### src/hdl/tvfs_ram.sv
// ----------------------------------------------------------------------------
// tvfs_ram
// generic single write, single read ram with registered read data
// ----------------------------------------------------------------------------
module tvfs_ram #(
  parameter int WIDTH = 8,
  parameter int DEPTH = 16
) (
  input  logic                     clk,
  input  logic                     we,
  input  logic [$clog2(DEPTH)-1:0] waddr,
  input  logic [WIDTH-1:0]         wdata,
  input  logic                     re,
  input  logic [$clog2(DEPTH)-1:0] raddr,
  output logic [WIDTH-1:0]         rdata
);

  logic [WIDTH-1:0] mem [DEPTH];

  always_ff @(posedge clk) begin
    if (we) begin
      mem[waddr] <= wdata;
    end
    if (re) begin
      rdata <= mem[raddr];
    end
  end

endmodule

### config.mk
export PLATFORM = sky130hd
export DESIGN_NAME = tvfs_ram
export DESIGN_NICKNAME = d
export VERILOG_FILES = /design/src/hdl/tvfs_ram.sv
export SDC_FILE = /design/constraint.sdc
export NUM_CORES = 1
export LEC_CHECK = 0
export BUFFER_PORTS_ARGS = -buffer_cell sky130_fd_sc_hd__buf_4
export CAP_MARGIN = 20
export CELL_PAD_IN_SITES_DETAIL_PLACEMENT = 1
export CELL_PAD_IN_SITES_GLOBAL_PLACEMENT = 1
export CORE_MARGIN = 5
export CORE_UTILIZATION = 48
export CTS_CLUSTER_SIZE = 10
export DETAILED_ROUTE_END_ITERATION = 10
export PLACE_DENSITY = 0.86
export SLEW_MARGIN = 20
export SYNTH_ARGS = -nofsm -noshare
export SYNTH_HDL_FRONTEND = slang
export SYNTH_SLANG_ARGS = --single-unit
export TNS_END_PERCENT = 20
### constraint.sdc
create_clock -name clk -period 1.5 [get_ports clk]
set_input_delay 0 -clock clk [delete_from_list [all_inputs] [get_ports clk]]
set_output_delay 0 -clock clk [all_outputs]
set_load 0.03 [all_outputs]
## Yosys cells after proc, flatten, opt, wreduce, memory -nomap -nowiden

Memories as Yosys holds them, arrays and structs flattened. A register that Yosys moved wholly into a read port is not among the register bits.
Index checks and enable logic that the tools add are counted.

- Bits in registers: 0
- RAM bits: 128
- Memories kept: 1
- Bits in latches: 0
- Output and inout port bits: 8
- ROM bits: 0

Memories:

| name | words | width | rd ports | clocked after memory_dff | write ports | RTL line | source |
|---|---|---|---|---|---|---|---|
| mem | 16 | 8 | 1 | 1 | 1 | 18 | `logic [WIDTH-1:0] mem [DEPTH];` |

- Add/sub/neg operators: 0
- Order comparisons: 0
- Div/mod/pow operators: 0
- Multiply operators: 0
- Bitwise operators: 0
- Mux-type cells: 2
- Equal/unequal tests: 0
- Reduce and logical (&&, ||, !) cells: 0
- Shifts and indexed selects: 0

Operators with widths:

| cell | count |
|---|---|
| $mux 1 | 2 |

## Logic depth before layout (Yosys ltp)

Gate-level depths: netlist (run 1).

- Depth in word-level cells: 2
- Depth in mapped cells: 5
- Gate-level depth less buffers: 3

## Worst setup path after synthesis (run 1)

OpenSTA, ideal clock, no wires.

- Path kind: input -> register
- Start point: input waddr[2]
- End point: memory mem[0][0], enable pin
- Stages on the path: 2
- Path slack: 0.007 ns
- Required time: 1.117 ns
- Arrival time: 1.110 ns
- Cells stage by stage: or3b_2 > nor3_1

RTL lines:

| item | RTL line | source |
|---|---|---|
| start: declaration | 11 | `input logic [$clog2(DEPTH)-1:0] waddr,` |
| end: declaration | 18 |  |

Straight into the memory's write port.

==> results of run 1 <==
[cell usage in the layout, fill, tap and decap left out, drive strengths merged]
cell         count
nor3             4
nand2            9
nand2b           2
buf             51
clkinv          10
edfxtp         136
nor2b            1
or3b             1
clkbuf          19
and2b            1
bufinv           1
clkinvlp         2
nor2            13
a22oi           16
mux4            32
nand3b           2
nand3            1
dlygate4sd3     12
and2             1
[kinds of logic (layout without fill, tap and decap cells)]
kind of cell / after synthesis / after routing
compound gates: 16 / 16
mux: 32 / 32
flops: 136 / 136
simple gates: 35 / 35
buf+inv: 10 / 95
[final cells by class]
cell class | count | area (um^2) | share of cell area (%)
Sequential cell | 136 | 4080 | 64.0
Multi-Input combinational cell | 83 | 1060 | 16.7
Clock buffer | 19 | 422 | 6.60
Timing Repair Buffer | 63 | 553 | 8.66
Clock inverter | 13 | 87.6 | 1.37
Tap cell | 140 | 175 | 2.74
[power groups by stage]
stage	sequential, mW	combinational, mW	clock, mW
floorplan	4.42	0.216	0
global placement	4.38	0.454	0
detailed placement	4.39	0.483	0
CTS	4.31	0.511	3.63
global route	4.31	0.547	3.85
finish	4.31	0.514	3.57
[final timing paths]
check             slack, ns        from  cells after the start        to
setup / recovery     -0.007   mem[3][3]                      3  rdata[3]
hold / removal         0.10    raddr[1]                      4  rdata[1]
setup reg to reg     -0.007   mem[3][3]                      3  rdata[3]
hold reg to reg        0.76  mem[14][1]                      3  rdata[1]
[through the flow]
step	setup TNS, ns	util [%]
after floorplan	0	-
after global placement	-0.0667	53.5
after detailed placement	-0.323	53.5
after CTS	0	59.4
after global routing	-0.0784	59.4
final	-0.00670	59.4
[what timing repair did]
item,in CTS,in global routing
hold buffers,11,1
gates resized for setup,4,6
endpoints found under the hold margin,155,1
endpoints found under the setup margin,3,8
pin swaps,1,2
[sequential cells by signal, summed over array words and instances, names as in the netlist]
signal and count:
mem 128, rdata 8
[routing by layer]
metal | GRT usage, % | vias up | wire [um]
met3 | 5.50 | 10 | 502
met1 | 24.7 | 1344 | 4870
li1 | - | 1118 | -
met5 | 0 | - | 0
met4 | 6.33 | 0 | 99
met2 | 30.8 | 72 | 5810
[critical path, delay by kind of cell, from the launching register on]
| family | cells | cell delay, ns |
|---|---|---|
| multiplexers | 1 | 0.50 |
| flip-flops | 1 | 0.38 |
| AND/OR/NAND/NOR | 1 | 0.09 |
| AO/OA/AOI/OAI | 1 | 0.27 |
==> qor.txt, run 1 <==
==============================================================================
Comb pwr share                                                            6.1%
Final setup slack of the worst path                                -0.00670 ns
Residual DRC count                                                           0
Slew of the pin with the lowest slew margin                           0.462 ns
Number of maximum-capacitance violations                                     0
Clock share of power                                                     42.5%
Wire length of the first global-routing pass                         17,500 um
Number of buffer cells added on primary ports                               26
Distinct cell type count after synthesis                                    18
Number of hold-slack violations in the final timing report                   0
Number of standard cells after synthesis                                   229
Post-layout instance count excluding filler cells                          454
Number of nets still failing antenna checks after routing                    0
Count of inserted antenna diode cells                                        0
Min Hold Slack                                                        0.102 ns
Leakage dissipation                                                    2.16 nW
Critical path arrival                                                  1.76 ns
Classification of the worst-slack hold path                       input port to register
Avg Cell Area, Syn                                                   22.8 um^2
Number of global-route vias before repair                                2,881
Clock buffer count from CTS                                                 17
Total number of vias                                                     2,544
Placed Cells incl. Taps                                                    410
CTS clock-pin slew for the worst setup and hold paths                  0.06 ns
Final Net Count                                                            320
TritonCTS sink count                                                       136
Post-place setup slack                                               -0.130 ns
Failing checks                                                    setup timing
Worst voltage drop across the vdd grid                                0.749 mV
Standard-cell rows                                                          38
Setup Viol. Count Final                                                      1
Status                                                            finished, violations left
Iter 0 DRT Violations                                                      166
Most instantiated flip-flop cell in the synthesis netlist         sky130_fd_sc_hd__edfxtp_1
Max-Slew Margin vs Limit                                                 69.2%
Max Buffers Root-to-Sink                                                     2
Sort of element at the start of the critical path                     register
Most area-consuming cells after synthesis                         sky130_fd_sc_hd__edfxtp_1, sky130_fd_sc_hd__mux4_2, sky130_fd_sc_hd__mux4_1, sky130_fd_sc_hd__a22oi_1, sky130_fd_sc_hd__nor2_1
Synth Cell Area                                                   0.00523 mm^2
Critical path required time                                            1.76 ns
Number of top-level pins                                                    27
Area growth syn-to-layout                                                22.1%
Post-route cell area                                              0.00638 mm^2
Compound-Gate Fraction of Synth Area                                     2.30%
Post-layout min period                                                 1.51 ns
Cell type of the slowest stage on the worst timing path           sky130_fd_sc_hd__mux4_2
Largest net degree at the start of global routing                           17
Placeable Area                                                     0.0107 mm^2
Overall track demand over capacity in global routing                     18.9%
Net switching power of the design                                      1.73 mW
Total Routed Length                                                  11,300 um
Filler Cells Inserted                                                      938
Drt wl/cell                                                            24.8 um
Xor and xnor fraction of the mapped netlist area                            0%
Fraction of the mapped netlist area in adder cells                          0%
Area share of the largest cell type after synthesis                      78.1%
Fraction of power spent switching nets                                   20.6%
Cell Pwr Density                                                  1310 mW/mm^2
Highest achievable clock rate                                          664 MHz
Type of element capturing the critical path                           register
Insertion delay of the later-clocked pin in the worst-skew pair        0.52 ns
Worst path cell trace                                             mux4_2, a22oi_2, nand2_1
PnR Total Power                                                        8.39 mW
Leading area contributor after synthesis                          sky130_fd_sc_hd__edfxtp_1
Unrepaired setup endpoints after global routing                            yes
Area after detailed placement                                     0.00575 mm^2
Root buffer cell                                                  sky130_fd_sc_hd__clkbuf_8
Cell-internal power                                                    6.66 mW
Simple logic cell fraction of the synthesized area                       3.14%
Proportion of synthesized area in mux cells                              14.8%
Detail Placement HPWL                                                  7400 um
Remaining global-route overflow                                              0
Initial core utilization                                                 48.6%
Fraction of final layout cells sized beyond drive strength 1             33.1%
Flop and latch count out of synthesis                                      136
Setup repair bufs after CTS                                                  0
H-tree lvl count                                                             4
Total of warnings raised by yosys                                            0
Sequential fraction of the synthesis area                                78.1%
Peak fanout along the critical path                                          1
Sequential power share                                                   51.4%
Drt pass-1 iters                                                             4
Share of flip-flops with an asynchronous set or reset                       0%
Number of slew-limit violations in the final report                          0
Syn nets                                                                   248
Final Skew                                                          0.00861 ns
EDFF count, synth                                                          136
Dominant combinational cell family by area after synthesis        multiplexers
Antenna violations before repair                                             0
Die area                                                           0.0131 mm^2
GP Congestion                                                            0.762
Die X                                                                   114 um
Fraction of the cycle the final worst path needs                          100%
Die outline height                                                      114 um
Longest individual stage delay on the worst path                       0.50 ns
Most numerous cell types in the synthesized netlist               sky130_fd_sc_hd__edfxtp_1, sky130_fd_sc_hd__mux4_2, sky130_fd_sc_hd__a22oi_1, sky130_fd_sc_hd__mux4_1, sky130_fd_sc_hd__nor2_1
Post-detailed-route via-to-cell ratio                                     5.60
Category of the critical setup timing path                        register to register
Clock tree from TritonCTS                                                 done
Cell with the most instances after synthesis                      sky130_fd_sc_hd__edfxtp_1
==============================================================================
(Power assumes the default switching activity.)
==> run 2, diff against run 1 <==
clock period = 1.22 ns   (was 1.5 ns; I/O delays follow)
==> run 2 against run 1 <==
The run still ends with setup timing left; via count is 1.3% higher; clock power is 39% higher; routed wire length is 7.5% higher; clock skew is 0.00082 ns higher; critical endpoint is now rdata[0].
==> qor.txt, run 2 (synthesis results as in run 1) <==
==============================================================================
Status                                                            finished, violations left   unchanged
Failing checks                                                    setup timing   unchanged
Max Buffers Root-to-Sink                                                     2   unchanged
Cell-internal power                                                    8.65 mW   was 6.66 mW
Drt wl/cell                                                            26.6 um   was 24.8 um
Wire length of the first global-routing pass                         18,600 um   was 17,500 um
Leakage dissipation                                                    2.17 nW   was 2.16 nW
Cell Pwr Density                                                  1690 mW/mm^2   was 1310 mW/mm^2
Area growth syn-to-layout                                                23.7%   was 22.1%
Type of element capturing the critical path                           register   unchanged
Number of top-level pins                                                    27   unchanged
Clock share of power                                                     45.4%   was 42.5%
Area of combinational cells with multiple inputs                  0.00104 mm^2   was 0.00106 mm^2
Net switching power of the design                                      2.27 mW   was 1.73 mW
Drt pass-1 iters                                                             4   unchanged
Fraction of power spent switching nets                                   20.8%   was 20.6%
Number of buffer cells added on primary ports                               26   unchanged
Max reg flops                                                              128   unchanged
Critical path arrival                                                  1.70 ns   was 1.76 ns
Die area                                                           0.0131 mm^2   unchanged
Antenna violations before repair                                             0   unchanged
Clock buffer count from CTS                                                 17   unchanged
Classification of the worst-slack hold path                       input port to register   unchanged
TritonCTS sink count                                                       136   unchanged
Largest net degree at the start of global routing                           17   unchanged
Residual DRC count                                                           0   unchanged
Number of slew-limit violations in the final report                          0   unchanged
Number of nets still failing antenna checks after routing                    0   unchanged
Commonest non-fill, non-tap cell in the layout                    sky130_fd_sc_hd__edfxtp_1   unchanged
Post-layout utilization of the core                                      60.2%   was 59.4%
Number of global-route vias before repair                                2,957   was 2,881
Remaining global-route overflow                                              0   unchanged
Fraction of final layout cells sized beyond drive strength 1             39.9%   was 33.1%
Die outline height                                                      114 um   unchanged
Placeable Area                                                     0.0107 mm^2   unchanged
Final Skew                                                          0.00943 ns   was 0.00861 ns
Standard-cell rows                                                          38   unchanged
CTS clock-pin slew for the worst setup and hold paths                  0.06 ns   about the same
Sequential cell area                                              0.00408 mm^2   unchanged
Post-place setup slack                                               -0.309 ns   was -0.130 ns
Insertion delay of the later-clocked pin in the worst-skew pair        0.52 ns   about the same
Max-Slew Margin vs Limit                                                 35.0%   was 69.2%
Longest individual stage delay on the worst path                       0.48 ns   was 0.50 ns
H-tree lvl count                                                             4   unchanged
Clock tree from TritonCTS                                                 done   unchanged
Total number of vias                                                     2,576   was 2,544
Worst path cell trace                                             mux4_2, a22oi_2, nand2_1   unchanged
Setup Viol. Count Final                                                      8   was 1
Highest achievable clock rate                                          695 MHz   was 664 MHz
Final Net Count                                                            322   was 320
Register with the highest flop count                                       mem   unchanged
Initial core utilization                                                 48.6%   unchanged
Leading registers by flop count                                   mem x128, rdata x8   unchanged
Peak fanout along the critical path                                          1   unchanged
Comb pwr share                                                            6.0%   was 6.1%
Total Routed Length                                                  12,100 um   was 11,300 um
Fraction of the cycle the final worst path needs                          118%   was 100%
Cell type of the slowest stage on the worst timing path           sky130_fd_sc_hd__mux4_2   unchanged
Post-detailed-route via-to-cell ratio                                     5.65   was 5.60
Number of cell instances on the worst register-to-register path              3   unchanged
Worst voltage drop across the vdd grid                                0.859 mV   was 0.749 mV
Detail Placement HPWL                                                  7660 um   was 7400 um
Overall track demand over capacity in global routing                     20.7%   was 18.9%
Slew of the pin with the lowest slew margin                           0.972 ns   was 0.462 ns
Post-layout min period                                                 1.44 ns   was 1.51 ns
Count of inserted antenna diode cells                                        0   unchanged
Unrepaired setup endpoints after global routing                            yes   unchanged
GP Congestion                                                            0.777   was 0.762
Category of the critical setup timing path                        register to register   unchanged
Final setup slack of the worst path                                  -0.218 ns   was -0.00670 ns
Commonest non-fill, non-tap cells in the layout                   sky130_fd_sc_hd__edfxtp_1, sky130_fd_sc_hd__buf_4, sky130_fd_sc_hd__mux4_2   unchanged
Iter 0 DRT Violations                                                      209   was 166
Sequential power share                                                   48.5%   was 51.4%
Critical path required time                                            1.48 ns   was 1.76 ns
Sort of element at the start of the critical path                     register   unchanged
Die X                                                                   114 um   unchanged
Root buffer cell                                                  sky130_fd_sc_hd__clkbuf_8   unchanged
Filler Cells Inserted                                                      932   was 938
Number of hold-slack violations in the final timing report                   0   unchanged
Number of maximum-capacitance violations                                     0   unchanged
Hold depth                                                                   3   was 4
==============================================================================
## run 2: cell count changes in the layout (fill, tap and decap cells not counted), sizes merged
| cell | previous run | this run |
|---|---|---|
| clkbuf | 19 | 18 |
| clkinvlp | 2 | 4 |
| bufinv | 1 | 3 |
| dlygate4sd3 | 12 | 10 |
| buf | 51 | 55 |
| clkinv | 10 | 7 |
## run 2: timing repair
action,CTS,global route
buffers inserted,0,0
setup endpoints to repair,8,8
hold endpoints to repair,137,0
hold buffers,10,0
pin swaps,1,0
resized for setup,7,0
## run 2: metrics by stage
stage,power (mW),TNS [ns],cell area [um^2],instances,hold slack [ns]
after global placement,5.97,-2.75,5760,414,0.299
after floorplan,5.71,-1.71,5180,229,0.0989
after detailed placement,6.01,-4.07,5760,414,0.309
after CTS,11.0,-1.68,6470,456,0.00116
final,10.9,-1.58,6470,456,0.0260
after global routing,11.3,-2.00,6470,456,0.0140
## run 2: layout make-up
cell class / instances / share of cell area [%]
well taps: 140 / 2.71
flip-flops and latches: 136 / 63.1
clock inverters: 14 / 2.44
clock buffers: 18 / 6.46
multi-input cells: 83 / 16.2
repair buffers: 65 / 9.09
## run 2: power groups by stage
stage | clock (mW) | combinational [mW] | sequential [mW]
after floorplan | 0 | 0.276 | 5.43
after CTS | 5.06 | 0.669 | 5.30
after global routing | 5.30 | 0.708 | 5.31
final | 4.96 | 0.660 | 5.30
after global placement | 0 | 0.586 | 5.39
after detailed placement | 0 | 0.617 | 5.40
## run 2: worst max-delay path, delay by kind of cell, from the launching register on
kind | cells | cell delay (ns)
and+or+nand+nor | 1 | 0.10
AOI/OAI and AO/OA | 1 | 0.20
DFF | 1 | 0.40
muxes | 1 | 0.48
## run 2: layer usage
layer	GRT usage [%]	up-vias	share of wire, %
li1	-	1117	-
met1	25.9	1360	41
met2	35.0	76	52
met3	5.07	23	4.4
met4	7.92	0	2.4
met5	0	-	0
## run 2: worst paths after layout
check	startpoint	end	slack, ns
worst max-delay path	mem[10][0]	rdata[0]	-0.22
worst min-delay path	waddr[1]	mem[0][7]	0.03
worst max register to register	mem[10][0]	rdata[0]	-0.22
worst min register to register	mem[15][1]	rdata[1]	0.77
